<file path="config.mk">
export PLATFORM = sky130hd
export DESIGN_NAME = yuv_watermark_pixel_blend
export DESIGN_NICKNAME = d
export VERILOG_FILES = /design/src/rtl/ywb_pkg.sv /design/src/rtl/ywb_front.sv /design/src/rtl/ywb_div.sv /design/src/rtl/ywb_mix.sv /design/src/rtl/yuv_watermark_pixel_blend.sv
export SDC_FILE = /design/constraint.sdc
export NUM_CORES = 2
export LEC_CHECK = 0
export BUFFER_PORTS_ARGS = -buffer_cell sky130_fd_sc_hd__buf_2
export CAP_MARGIN = 5
export CORE_UTILIZATION = 60
export CTS_CLUSTER_SIZE = 24
export DETAILED_ROUTE_END_ITERATION = 10
export GPL_TIMING_DRIVEN = 0
export HOLD_SLACK_MARGIN = 0.03
export PLACE_DENSITY = 0.79
export SLEW_MARGIN = 20
export SYNTH_ARGS = -nofsm -noshare
export SYNTH_HDL_FRONTEND = slang
export SYNTH_SLANG_ARGS = --single-unit
</file>
<file path="constraint.sdc">
create_clock -name clk -period 22.1 [get_ports clk]
set_clock_uncertainty 0.05 [all_clocks]
set_input_delay 3.315 -clock clk [delete_from_list [all_inputs] [get_ports clk]]
set_output_delay 3.315 -clock clk [all_outputs]
set_load 0.005 [all_outputs]
</file>
<file path="src/rtl/ywb_pkg.sv">
`timescale 1ns / 1ps
// ----------------------------------------------------------------------------
// ywb_pkg
// Shared widths, constants, register codes and pipeline types of the
// watermark pixel blend.
// ----------------------------------------------------------------------------
package ywb_pkg;

  // sample and arithmetic widths
  localparam int PIX_W          = 8;
  localparam int TOP_W          = 9;
  localparam int SQ_W           = 2 * TOP_W;
  localparam int FRAC_W         = 16;
  localparam int RATIO_W        = FRAC_W + 1;
  localparam int BITS_PER_STAGE = 2;
  localparam int DIV_STAGES     = FRAC_W / BITS_PER_STAGE;

  // stream and configuration port widths
  localparam int IN_DATA_W  = 6 * PIX_W;
  localparam int OUT_DATA_W = 3 * PIX_W;
  localparam int CFG_IDX_W  = 2;
  localparam int CFG_DATA_W = TOP_W;

  // fixed levels; white mode divides by 40000, which is 200 squared
  localparam logic [PIX_W-1:0]   WHITE_SKIP     = 8'd40;
  localparam logic [TOP_W-1:0]   WHITE_TOP      = 9'd200;
  localparam logic [PIX_W-1:0]   WHITE_LUMA     = 8'd255;
  localparam logic [PIX_W-1:0]   NEUTRAL_CHROMA = 8'd128;
  localparam logic [RATIO_W-1:0] RATIO_ONE      = 17'h10000;

  // configuration register indexes
  typedef enum logic [CFG_IDX_W-1:0] {
    CFG_WHITE_MODE   = 2'd0,
    CFG_NEUTRAL_SKIP = 2'd1,
    CFG_CHROMA_SKIP  = 2'd2,
    CFG_TOP_LEVEL    = 2'd3
  } cfg_idx_t;

  // configuration register file
  typedef struct packed {
    logic              white_mode;
    logic [PIX_W-1:0]  neutral_skip;
    logic [PIX_W-1:0]  chroma_skip;
    logic [TOP_W-1:0]  top_level;
  } cfg_t;

  // per-pixel payload that travels down the pipeline
  typedef struct packed {
    logic [PIX_W-1:0] src_y;
    logic [PIX_W-1:0] src_cb;
    logic [PIX_W-1:0] src_cr;
    logic [PIX_W-1:0] tgt_y;
    logic [PIX_W-1:0] tgt_cb;
    logic [PIX_W-1:0] tgt_cr;
    logic             keep;   // pass source through, no blend
    logic             full;   // ratio saturates at one
  } pix_t;

  // distance of a chroma sample from neutral
  function automatic logic [PIX_W-1:0] abs_off(input logic [PIX_W-1:0] v);
    return (v >= NEUTRAL_CHROMA) ? PIX_W'(v - NEUTRAL_CHROMA) : PIX_W'(NEUTRAL_CHROMA - v);
  endfunction

endpackage

</file>
<file path="src/rtl/ywb_front.sv">
`timescale 1ns / 1ps
// ----------------------------------------------------------------------------
// ywb_front
// Pixel decode (skip decision, target, strength) and squaring of strength
// and top level, two register stages.
// ----------------------------------------------------------------------------
module ywb_front import ywb_pkg::*; (
  input  logic                 clk,
  input  logic                 rst_n,
  input  cfg_t                 cfg,
  input  logic                 up_valid,
  output logic                 up_ready,
  input  logic [IN_DATA_W-1:0] up_data,
  input  logic                 up_blank,
  output logic                 dn_valid,
  input  logic                 dn_ready,
  output pix_t                 dn_pix,
  output logic [SQ_W-1:0]      dn_num,
  output logic [SQ_W-1:0]      dn_den
);

  logic [PIX_W-1:0] sy, su, sv, my, mu, mv;
  logic [TOP_W-1:0] d;
  logic             skip;
  pix_t             pix1_nxt;
  logic [TOP_W-1:0] s1_nxt, t1_nxt;

  logic             v1_r, v2_r;
  pix_t             pix1_r, pix2_r;
  logic [TOP_W-1:0] s1_r, t1_r;
  logic [SQ_W-1:0]  num2_r, den2_r;
  logic             rdy1, rdy2;

  // unpack input samples
  assign sy = up_data[0*PIX_W +: PIX_W];
  assign su = up_data[1*PIX_W +: PIX_W];
  assign sv = up_data[2*PIX_W +: PIX_W];
  assign my = up_data[3*PIX_W +: PIX_W];
  assign mu = up_data[4*PIX_W +: PIX_W];
  assign mv = up_data[5*PIX_W +: PIX_W];

  // decode: target, strength, top and skip
  always_comb begin
    d = TOP_W'(abs_off(mu)) + TOP_W'(abs_off(mv));
    pix1_nxt.src_y  = sy;
    pix1_nxt.src_cb = su;
    pix1_nxt.src_cr = sv;
    if (cfg.white_mode) begin
      s1_nxt          = TOP_W'(my);
      t1_nxt          = WHITE_TOP;
      skip            = (my <= WHITE_SKIP);
      pix1_nxt.tgt_y  = WHITE_LUMA;
      pix1_nxt.tgt_cb = NEUTRAL_CHROMA;
      pix1_nxt.tgt_cr = NEUTRAL_CHROMA;
    end else begin
      s1_nxt          = TOP_W'(my) + d;
      t1_nxt          = cfg.top_level;
      skip            = (d == '0) ? (my <= cfg.neutral_skip) : (my <= cfg.chroma_skip);
      pix1_nxt.tgt_y  = my;
      pix1_nxt.tgt_cb = mu;
      pix1_nxt.tgt_cr = mv;
    end
    pix1_nxt.keep = up_blank | skip;
    pix1_nxt.full = (t1_nxt == '0) || (s1_nxt >= t1_nxt);
  end

  // stage ready chain
  assign rdy2     = !v2_r || dn_ready;
  assign rdy1     = !v1_r || rdy2;
  assign up_ready = rdy1;

  // stage 1 valid
  always_ff @(posedge clk) begin
    if (!rst_n) begin
      v1_r <= 1'b0;
    end else if (rdy1) begin
      v1_r <= up_valid;
    end
  end

  // stage 1 payload
  always_ff @(posedge clk) begin
    if (rdy1 && up_valid) begin
      pix1_r <= pix1_nxt;
      s1_r   <= s1_nxt;
      t1_r   <= t1_nxt;
    end
  end

  // stage 2 valid
  always_ff @(posedge clk) begin
    if (!rst_n) begin
      v2_r <= 1'b0;
    end else if (rdy2) begin
      v2_r <= v1_r;
    end
  end

  // stage 2 payload: squares of strength and top
  always_ff @(posedge clk) begin
    if (rdy2 && v1_r) begin
      pix2_r <= pix1_r;
      num2_r <= SQ_W'(s1_r) * SQ_W'(s1_r);
      den2_r <= SQ_W'(t1_r) * SQ_W'(t1_r);
    end
  end

  assign dn_valid = v2_r;
  assign dn_pix   = pix2_r;
  assign dn_num   = num2_r;
  assign dn_den   = den2_r;

endmodule

</file>
<file path="src/rtl/ywb_div.sv">
`timescale 1ns / 1ps
// ----------------------------------------------------------------------------
// ywb_div
// Pipelined restoring divider for the blend ratio: two quotient bits per
// stage, sixteen fraction bits in all, saturated to one at the output.
// ----------------------------------------------------------------------------
module ywb_div import ywb_pkg::*; (
  input  logic               clk,
  input  logic               rst_n,
  input  logic               up_valid,
  output logic               up_ready,
  input  pix_t               up_pix,
  input  logic [SQ_W-1:0]    up_num,
  input  logic [SQ_W-1:0]    up_den,
  output logic               dn_valid,
  input  logic               dn_ready,
  output pix_t               dn_pix,
  output logic [RATIO_W-1:0] dn_ratio
);

  localparam int LAST = DIV_STAGES - 1;

  logic              v_r   [DIV_STAGES];
  pix_t              pix_r [DIV_STAGES];
  logic [SQ_W-1:0]   rem_r [DIV_STAGES];
  logic [SQ_W-1:0]   den_r [DIV_STAGES];
  logic [FRAC_W-1:0] q_r   [DIV_STAGES];
  logic              rdy   [DIV_STAGES+1];

  assign rdy[DIV_STAGES] = dn_ready;
  assign up_ready        = rdy[0];

  for (genvar k = 0; k < DIV_STAGES; k++) begin : g_stage
    logic              in_v;
    pix_t              in_pix;
    logic [SQ_W-1:0]   in_rem;
    logic [SQ_W-1:0]   in_den;
    logic [FRAC_W-1:0] in_q;
    logic [SQ_W-1:0]   rem_nxt;
    logic [FRAC_W-1:0] q_nxt;
    logic [SQ_W:0]     wide;

    // stage input: from the front or from the previous stage
    if (k == 0) begin : g_head
      assign in_v   = up_valid;
      assign in_pix = up_pix;
      assign in_rem = up_num;
      assign in_den = up_den;
      assign in_q   = '0;
    end else begin : g_body
      assign in_v   = v_r[k-1];
      assign in_pix = pix_r[k-1];
      assign in_rem = rem_r[k-1];
      assign in_den = den_r[k-1];
      assign in_q   = q_r[k-1];
    end

    assign rdy[k] = !v_r[k] || rdy[k+1];

    // shift, compare and subtract for each quotient bit of the stage
    always_comb begin
      rem_nxt = in_rem;
      q_nxt   = in_q;
      wide    = '0;
      for (int b = 0; b < BITS_PER_STAGE; b++) begin
        wide = {rem_nxt, 1'b0};
        if (wide >= {1'b0, in_den}) begin
          rem_nxt = SQ_W'(wide - {1'b0, in_den});
          q_nxt   = {q_nxt[FRAC_W-2:0], 1'b1};
        end else begin
          rem_nxt = wide[SQ_W-1:0];
          q_nxt   = {q_nxt[FRAC_W-2:0], 1'b0};
        end
      end
    end

    // stage valid
    always_ff @(posedge clk) begin
      if (!rst_n) begin
        v_r[k] <= 1'b0;
      end else if (rdy[k]) begin
        v_r[k] <= in_v;
      end
    end

    // stage payload
    always_ff @(posedge clk) begin
      if (rdy[k] && in_v) begin
        pix_r[k] <= in_pix;
        rem_r[k] <= rem_nxt;
        den_r[k] <= in_den;
        q_r[k]   <= q_nxt;
      end
    end
  end

  // saturate when strength reaches the top level or the top level is zero
  assign dn_valid = v_r[LAST];
  assign dn_pix   = pix_r[LAST];
  assign dn_ratio = pix_r[LAST].full ? RATIO_ONE : {1'b0, q_r[LAST]};

`ifndef SYNTHESIS
  // remainder stays below divisor when the quotient is used
  a_rem_bound: assert property (@(posedge clk) disable iff (!rst_n)
    v_r[LAST] && !pix_r[LAST].full |-> rem_r[LAST] < den_r[LAST])
    else $error("divider remainder not below divisor");

  // a stalled result stays in the last stage
  a_last_hold: assert property (@(posedge clk) disable iff (!rst_n)
    v_r[LAST] && !dn_ready |=> v_r[LAST])
    else $error("divider result lost under stall");
`endif

endmodule

</file>
<file path="src/rtl/ywb_mix.sv">
`timescale 1ns / 1ps
// ----------------------------------------------------------------------------
// ywb_mix
// Moves each component toward its target by the ratio, or passes the source
// through for kept pixels, and holds the result in the output register.
// ----------------------------------------------------------------------------
module ywb_mix import ywb_pkg::*; (
  input  logic                  clk,
  input  logic                  rst_n,
  input  logic                  up_valid,
  output logic                  up_ready,
  input  pix_t                  up_pix,
  input  logic [RATIO_W-1:0]    up_ratio,
  output logic                  out_tvalid,
  input  logic                  out_tready,
  output logic [OUT_DATA_W-1:0] out_tdata,
  output logic                  out_tuser
);

  localparam int PROD_W = PIX_W + RATIO_W;

  logic                  vo_r;
  logic [OUT_DATA_W-1:0] data_r;
  logic                  blend_r;
  logic [OUT_DATA_W-1:0] data_nxt;

  // one component: step truncated toward zero, then toward the target
  function automatic logic [PIX_W-1:0] move_toward(input logic [PIX_W-1:0]   src,
                                                   input logic [PIX_W-1:0]   tgt,
                                                   input logic [RATIO_W-1:0] ratio);
    logic              up;
    logic [PIX_W-1:0]  diff;
    logic [PROD_W-1:0] prod;
    logic [PIX_W-1:0]  stp;
    up   = (tgt >= src);
    diff = up ? PIX_W'(tgt - src) : PIX_W'(src - tgt);
    prod = PROD_W'(diff) * PROD_W'(ratio);
    stp  = prod[FRAC_W +: PIX_W];
    return up ? PIX_W'(src + stp) : PIX_W'(src - stp);
  endfunction

  // blended or passed-through samples
  always_comb begin
    if (up_pix.keep) begin
      data_nxt = {up_pix.src_cr, up_pix.src_cb, up_pix.src_y};
    end else begin
      data_nxt = {move_toward(up_pix.src_cr, up_pix.tgt_cr, up_ratio),
                  move_toward(up_pix.src_cb, up_pix.tgt_cb, up_ratio),
                  move_toward(up_pix.src_y,  up_pix.tgt_y,  up_ratio)};
    end
  end

  assign up_ready = !vo_r || out_tready;

  // output valid
  always_ff @(posedge clk) begin
    if (!rst_n) begin
      vo_r <= 1'b0;
    end else if (up_ready) begin
      vo_r <= up_valid;
    end
  end

  // output payload
  always_ff @(posedge clk) begin
    if (up_ready && up_valid) begin
      data_r  <= data_nxt;
      blend_r <= !up_pix.keep;
    end
  end

  assign out_tvalid = vo_r;
  assign out_tdata  = data_r;
  assign out_tuser  = blend_r;

endmodule

</file>
<file path="src/rtl/yuv_watermark_pixel_blend.sv">
`timescale 1ns / 1ps
// ----------------------------------------------------------------------------
// yuv_watermark_pixel_blend
// Watermark blend of YUV 4:2:0 pixels toward the watermark colour or white.
//
//   channel  direction  handshake             payload
//   in_      slave      in_tvalid/in_tready   tdata: source and mark samples
//                                             tuser: blank watermark row
//   out_     master     out_tvalid/out_tready tdata: blended samples
//                                             tuser: blended flag
//   cfg_     slave      cfg_valid/cfg_ready   cfg_index, cfg_data
//
// One pixel per clock sustained while out_tready stays high; eleven register stages
// from input transfer to out_tvalid: decode, squaring, eight two-bit divider stages, blend.
// rst_n (synchronous) empties the pipeline and clears the configuration to 0.
// Each stage loads when it is empty or the stage after it moves, so bubbles
// close up under a stall and in_tready stays high until the whole pipeline
// is full. cfg_ready is always high.
// ----------------------------------------------------------------------------
module yuv_watermark_pixel_blend import ywb_pkg::*; (
  input  logic                  clk,
  input  logic                  rst_n,
  input  logic                  in_tvalid,
  output logic                  in_tready,
  // src_luma, src_cb, src_cr, mark_luma, mark_cb, mark_cr
  input  logic [IN_DATA_W-1:0]  in_tdata,
  // row_blank
  input  logic                  in_tuser,
  output logic                  out_tvalid,
  input  logic                  out_tready,
  // out_luma, out_cb, out_cr
  output logic [OUT_DATA_W-1:0] out_tdata,
  // blended
  output logic                  out_tuser,
  input  logic                  cfg_valid,
  output logic                  cfg_ready,
  input  logic [CFG_IDX_W-1:0]  cfg_index,
  input  logic [CFG_DATA_W-1:0] cfg_data
);

  cfg_t               cfg_r;
  logic               f_valid, f_ready;
  pix_t               f_pix;
  logic [SQ_W-1:0]    f_num, f_den;
  logic               d_valid, d_ready;
  pix_t               d_pix;
  logic [RATIO_W-1:0] d_ratio;

  assign cfg_ready = 1'b1;

  // configuration register writes
  always_ff @(posedge clk) begin
    if (!rst_n) begin
      cfg_r <= '0;
    end else if (cfg_valid && cfg_ready) begin
      case (cfg_idx_t'(cfg_index))
        CFG_WHITE_MODE:   cfg_r.white_mode   <= cfg_data[0];
        CFG_NEUTRAL_SKIP: cfg_r.neutral_skip <= cfg_data[PIX_W-1:0];
        CFG_CHROMA_SKIP:  cfg_r.chroma_skip  <= cfg_data[PIX_W-1:0];
        CFG_TOP_LEVEL:    cfg_r.top_level    <= cfg_data[TOP_W-1:0];
        default:          cfg_r              <= cfg_r;
      endcase
    end
  end

  // decode and squaring
  ywb_front u_front (
    .clk      (clk),
    .rst_n    (rst_n),
    .cfg      (cfg_r),
    .up_valid (in_tvalid),
    .up_ready (in_tready),
    .up_data  (in_tdata),
    .up_blank (in_tuser),
    .dn_valid (f_valid),
    .dn_ready (f_ready),
    .dn_pix   (f_pix),
    .dn_num   (f_num),
    .dn_den   (f_den)
  );

  // ratio divider
  ywb_div u_div (
    .clk      (clk),
    .rst_n    (rst_n),
    .up_valid (f_valid),
    .up_ready (f_ready),
    .up_pix   (f_pix),
    .up_num   (f_num),
    .up_den   (f_den),
    .dn_valid (d_valid),
    .dn_ready (d_ready),
    .dn_pix   (d_pix),
    .dn_ratio (d_ratio)
  );

  // blend and output register
  ywb_mix u_mix (
    .clk        (clk),
    .rst_n      (rst_n),
    .up_valid   (d_valid),
    .up_ready   (d_ready),
    .up_pix     (d_pix),
    .up_ratio   (d_ratio),
    .out_tvalid (out_tvalid),
    .out_tready (out_tready),
    .out_tdata  (out_tdata),
    .out_tuser  (out_tuser)
  );

`ifndef SYNTHESIS
  // input back-pressure only when the output is holding a stalled result
  a_in_stall: assert property (@(posedge clk) disable iff (!rst_n)
    !in_tready |-> out_tvalid && !out_tready)
    else $error("input stalled while output is free");
`endif

endmodule

</file>
==> out/metrics.cfg <==
[floorplanning]
area_inside_the_core_boundary_um2 = 106000
row_count = 119
initial_core_util = 0.608
die_width_um = 329
die_h_um = 329
design.die.area_um2 = 108000
design.portCount = 93

[clock_tree]
clock_insertion_delay_worst_skew_ns = 0.67
clock_path_buffers = 3
post_cts_resized = 0
cts-buffers-inserted = 90
cts_setup_buffers = 0
maximum_level_of_the_cts_h_tree = 3
clkTransAtPathRegs_ns = 0.07
cts-root-buf = clkbuf_16
tritoncts = built
cts_hold_buffers = 0
clock-sinks = 931

[synth]
netlist.top_cell.by_area = edfxtp_1
synth_largest_type_area_fraction = 0.422
ys_ff_latch = 931
synthesis.area_um2 = 64100
synthArstFlopShare = 0
avgSynthCellArea_um2 = 10.8
synth.area.top_cells = edfxtp_1 42%, ha_1 11%, fa_1 11%
synth_edf_count = 901
synthesized_instance_count = 5917
synthesis.nets = 6902
synthDistinctLibCells = 94
ys_dominant_reg_cell = edfxtp_1
yosys_warnings = 0
synth_sequential_area_ratio = 0.431

[worst_setup_path]
largest_driver_fanout_on_the_critical_path = 10
critPathMaxStageDelay_ns = 0.60
cp_common_cell = xnor2_1
cp.arrival_ns = 12.01
start_kind = flip-flop
worstSetupEndpointType = flip-flop
critPathKind = flip-flop to flip-flop
worst_path_max_delay_cell = ha_1
required_ns = 22.49

[drt]
post_drt_via_cell_ratio = 5.82
detail_route.wl_per_cell_um = 19.4
drc = 2
antenna_violating_nets_post_route = 0
dr.pass1.iters = 11
vias = 44200
post_detailed_routing_wire_length_um = 148000
drtIter0Drc = 3377

[sta]
unrepaired_setup_endpoints_after_global_routing = no
setup_tns_ns = 0
fin_crit_sh = 0.526
max_slew.worst_pin.slew_ns = 1.04
period_minus_slack_ns = 11.63
drv_slew = 0
finalSetupViolations = 0
clock.fmax_mhz = 86.0
slew_headroom = 0.309
hold_violations = 0

[layout]
filler_cell_count = 7842
antennaDiodeCount = 0
fin_nets = 7116
post-route-cell-area_um2 = 70100
mostFrequentLayoutCells = 901 x edfxtp_1, 808 x inv_1, 577 x ha_1
area.growth.synth_to_final_pct = 9.36
final_layout_size_suffix_gt1_frac = 0.0748
final_common_cell = edfxtp_1

[pwr]
share_seq_of_total_power = 0.357
share_clk_of_total_power = 0.247
internal_power_mw = 4.03
power.combinational.fraction = 0.396
power.density_nw_per_um2 = 87.3
p_switching_mw = 2.09
finalPower_mw = 6.13
power.ir.vdd_worst_mv = 0.181
p_sw_frac = 0.342
cellLeakagePower_nw = 29.7

[grt]
grt.total_usage = 0.275
grt_start_max_net_pins = 51
first_global_vias = 44200
wire_length_of_the_first_global_routing_pass_um = 233000
initial_antenna_violation_count = 7
gr_overflow_total = 0

[place]
place.gp.congestion = 0.971
port_buffers = 89
placed_cell_area_um2 = 67200
hpwlAfterDp_um = 116000

[outcome]
failed_checks = DRC
outcome = finished, violations left

[worst_hold_path]
hold_class = flip-flop to flip-flop

[job]
maxCapViolations = 0

power by group through the flow:
stage / Combinational (mW) / Clock (mW) / Sequential, mW
6_report: 2.43 / 1.51 / 2.19
5_1_grt: 2.72 / 1.60 / 2.19
4_1_cts: 2.41 / 1.54 / 2.19
3_5_place_dp: 2.38 / 0 / 2.22
3_3_place_gp: 2.28 / 0 / 2.23
2_1_floorplan: 1.87 / 0 / 2.20
through the flow:
stage	hold slack [ns]	setup slack, ns	util	instances
2_1_floorplan	0.350	10.52	-	5917
3_3_place_gp	0.350	6.74	0.628	7397
3_5_place_dp	0.355	10.67	0.637	7430
4_1_cts	0.341	10.57	0.664	7598
5_1_grt	0.343	9.87	0.664	7598
6_report	0.342	10.47	0.664	7598
critical path: cells and delay by family (launching register included):
| family | cells | cell delay [ns] |
|---|---|---|
| compound gates | 12 | 2.96 |
| buf+inv | 6 | 1.18 |
| fa+ha+maj | 8 | 3.52 |
| flops | 1 | 0.45 |
| xor+xnor | 6 | 1.27 |
| simple gates | 11 | 1.96 |
synthesized netlist by cell type, drive strengths merged, types with 117 or more instances:
library cell / instances
nand2: 389
clkbuf: 117
a21o: 122
fa: 343
xnor2: 209
o21ai: 265
ha: 577
a21oi: 294
inv: 811
nor2: 553
mux2: 122
edfxtp: 901
cell type report:
type | count | area, um2 | share of cell area
clock inverter | 52 | 494 | 0.00705
tap | 1391 | 1740 | 0.0248
clock buffer | 116 | 2410 | 0.0344
multi-input combinational | 4036 | 33000 | 0.470
sequential | 931 | 27700 | 0.394
inverter | 812 | 3050 | 0.0435
buffer | 138 | 549 | 0.00783
timing repair buffer | 122 | 1260 | 0.0179
per-layer routing:
layer / track usage / vias up / part of all wire
met1: 0.360 / 21300 / 0.41
met4: 0.108 / 4 / 0.040
li1: - / 20900 / -
met5: 0 / - / 0.00020
met2: 0.462 / 1582 / 0.48
met3: 0.0381 / 359 / 0.067
registers in the layout, summed over array words and instances (netlist names):
signal	cells
u_div.q_r	72
u_front.dn_num	17
u_front.t1_r	9
u_front.pix1_r	50
u_div.pix_r	400
u_front.dn_den	17
u_front.dn_valid	1
u_div.rem_r	126
u_div.v_r	8
u_front.v1_r	1
u_mix.out_tdata	24
u_mix.out_tvalid	1
cfg_r	26
u_mix.out_tuser	1
u_front.dn_pix	50
u_div.den_r	119
u_front.s1_r	9
cell families (layout without fill, tap and decap cells):
family,count (synthesis),count (layout),share of synthesized area
fa+ha+maj,920,920,0.220
mux,163,163,0.0278
compound gates,1069,1069,0.107
buf+inv,950,1240,0.0561
other cells,1,1,0.0000585
simple gates,1574,1574,0.116
flops,931,931,0.431
xor+xnor,309,309,0.0422
worst paths after layout:
path,from,endpoint,slack (ns),cells past startpoint
setup reg to reg,u_div.pix_r[1][176],u_mix.out_tdata[23],10.47,43
setup / recovery,u_div.pix_r[1][176],u_mix.out_tdata[23],10.47,43
hold reg to reg,u_div.pix_r[1][111],u_div.pix_r[1][161],0.34,0
hold / removal,u_div.pix_r[1][111],u_div.pix_r[1][161],0.34,0
No activity file was read; power rests on OpenSTA's default activity.
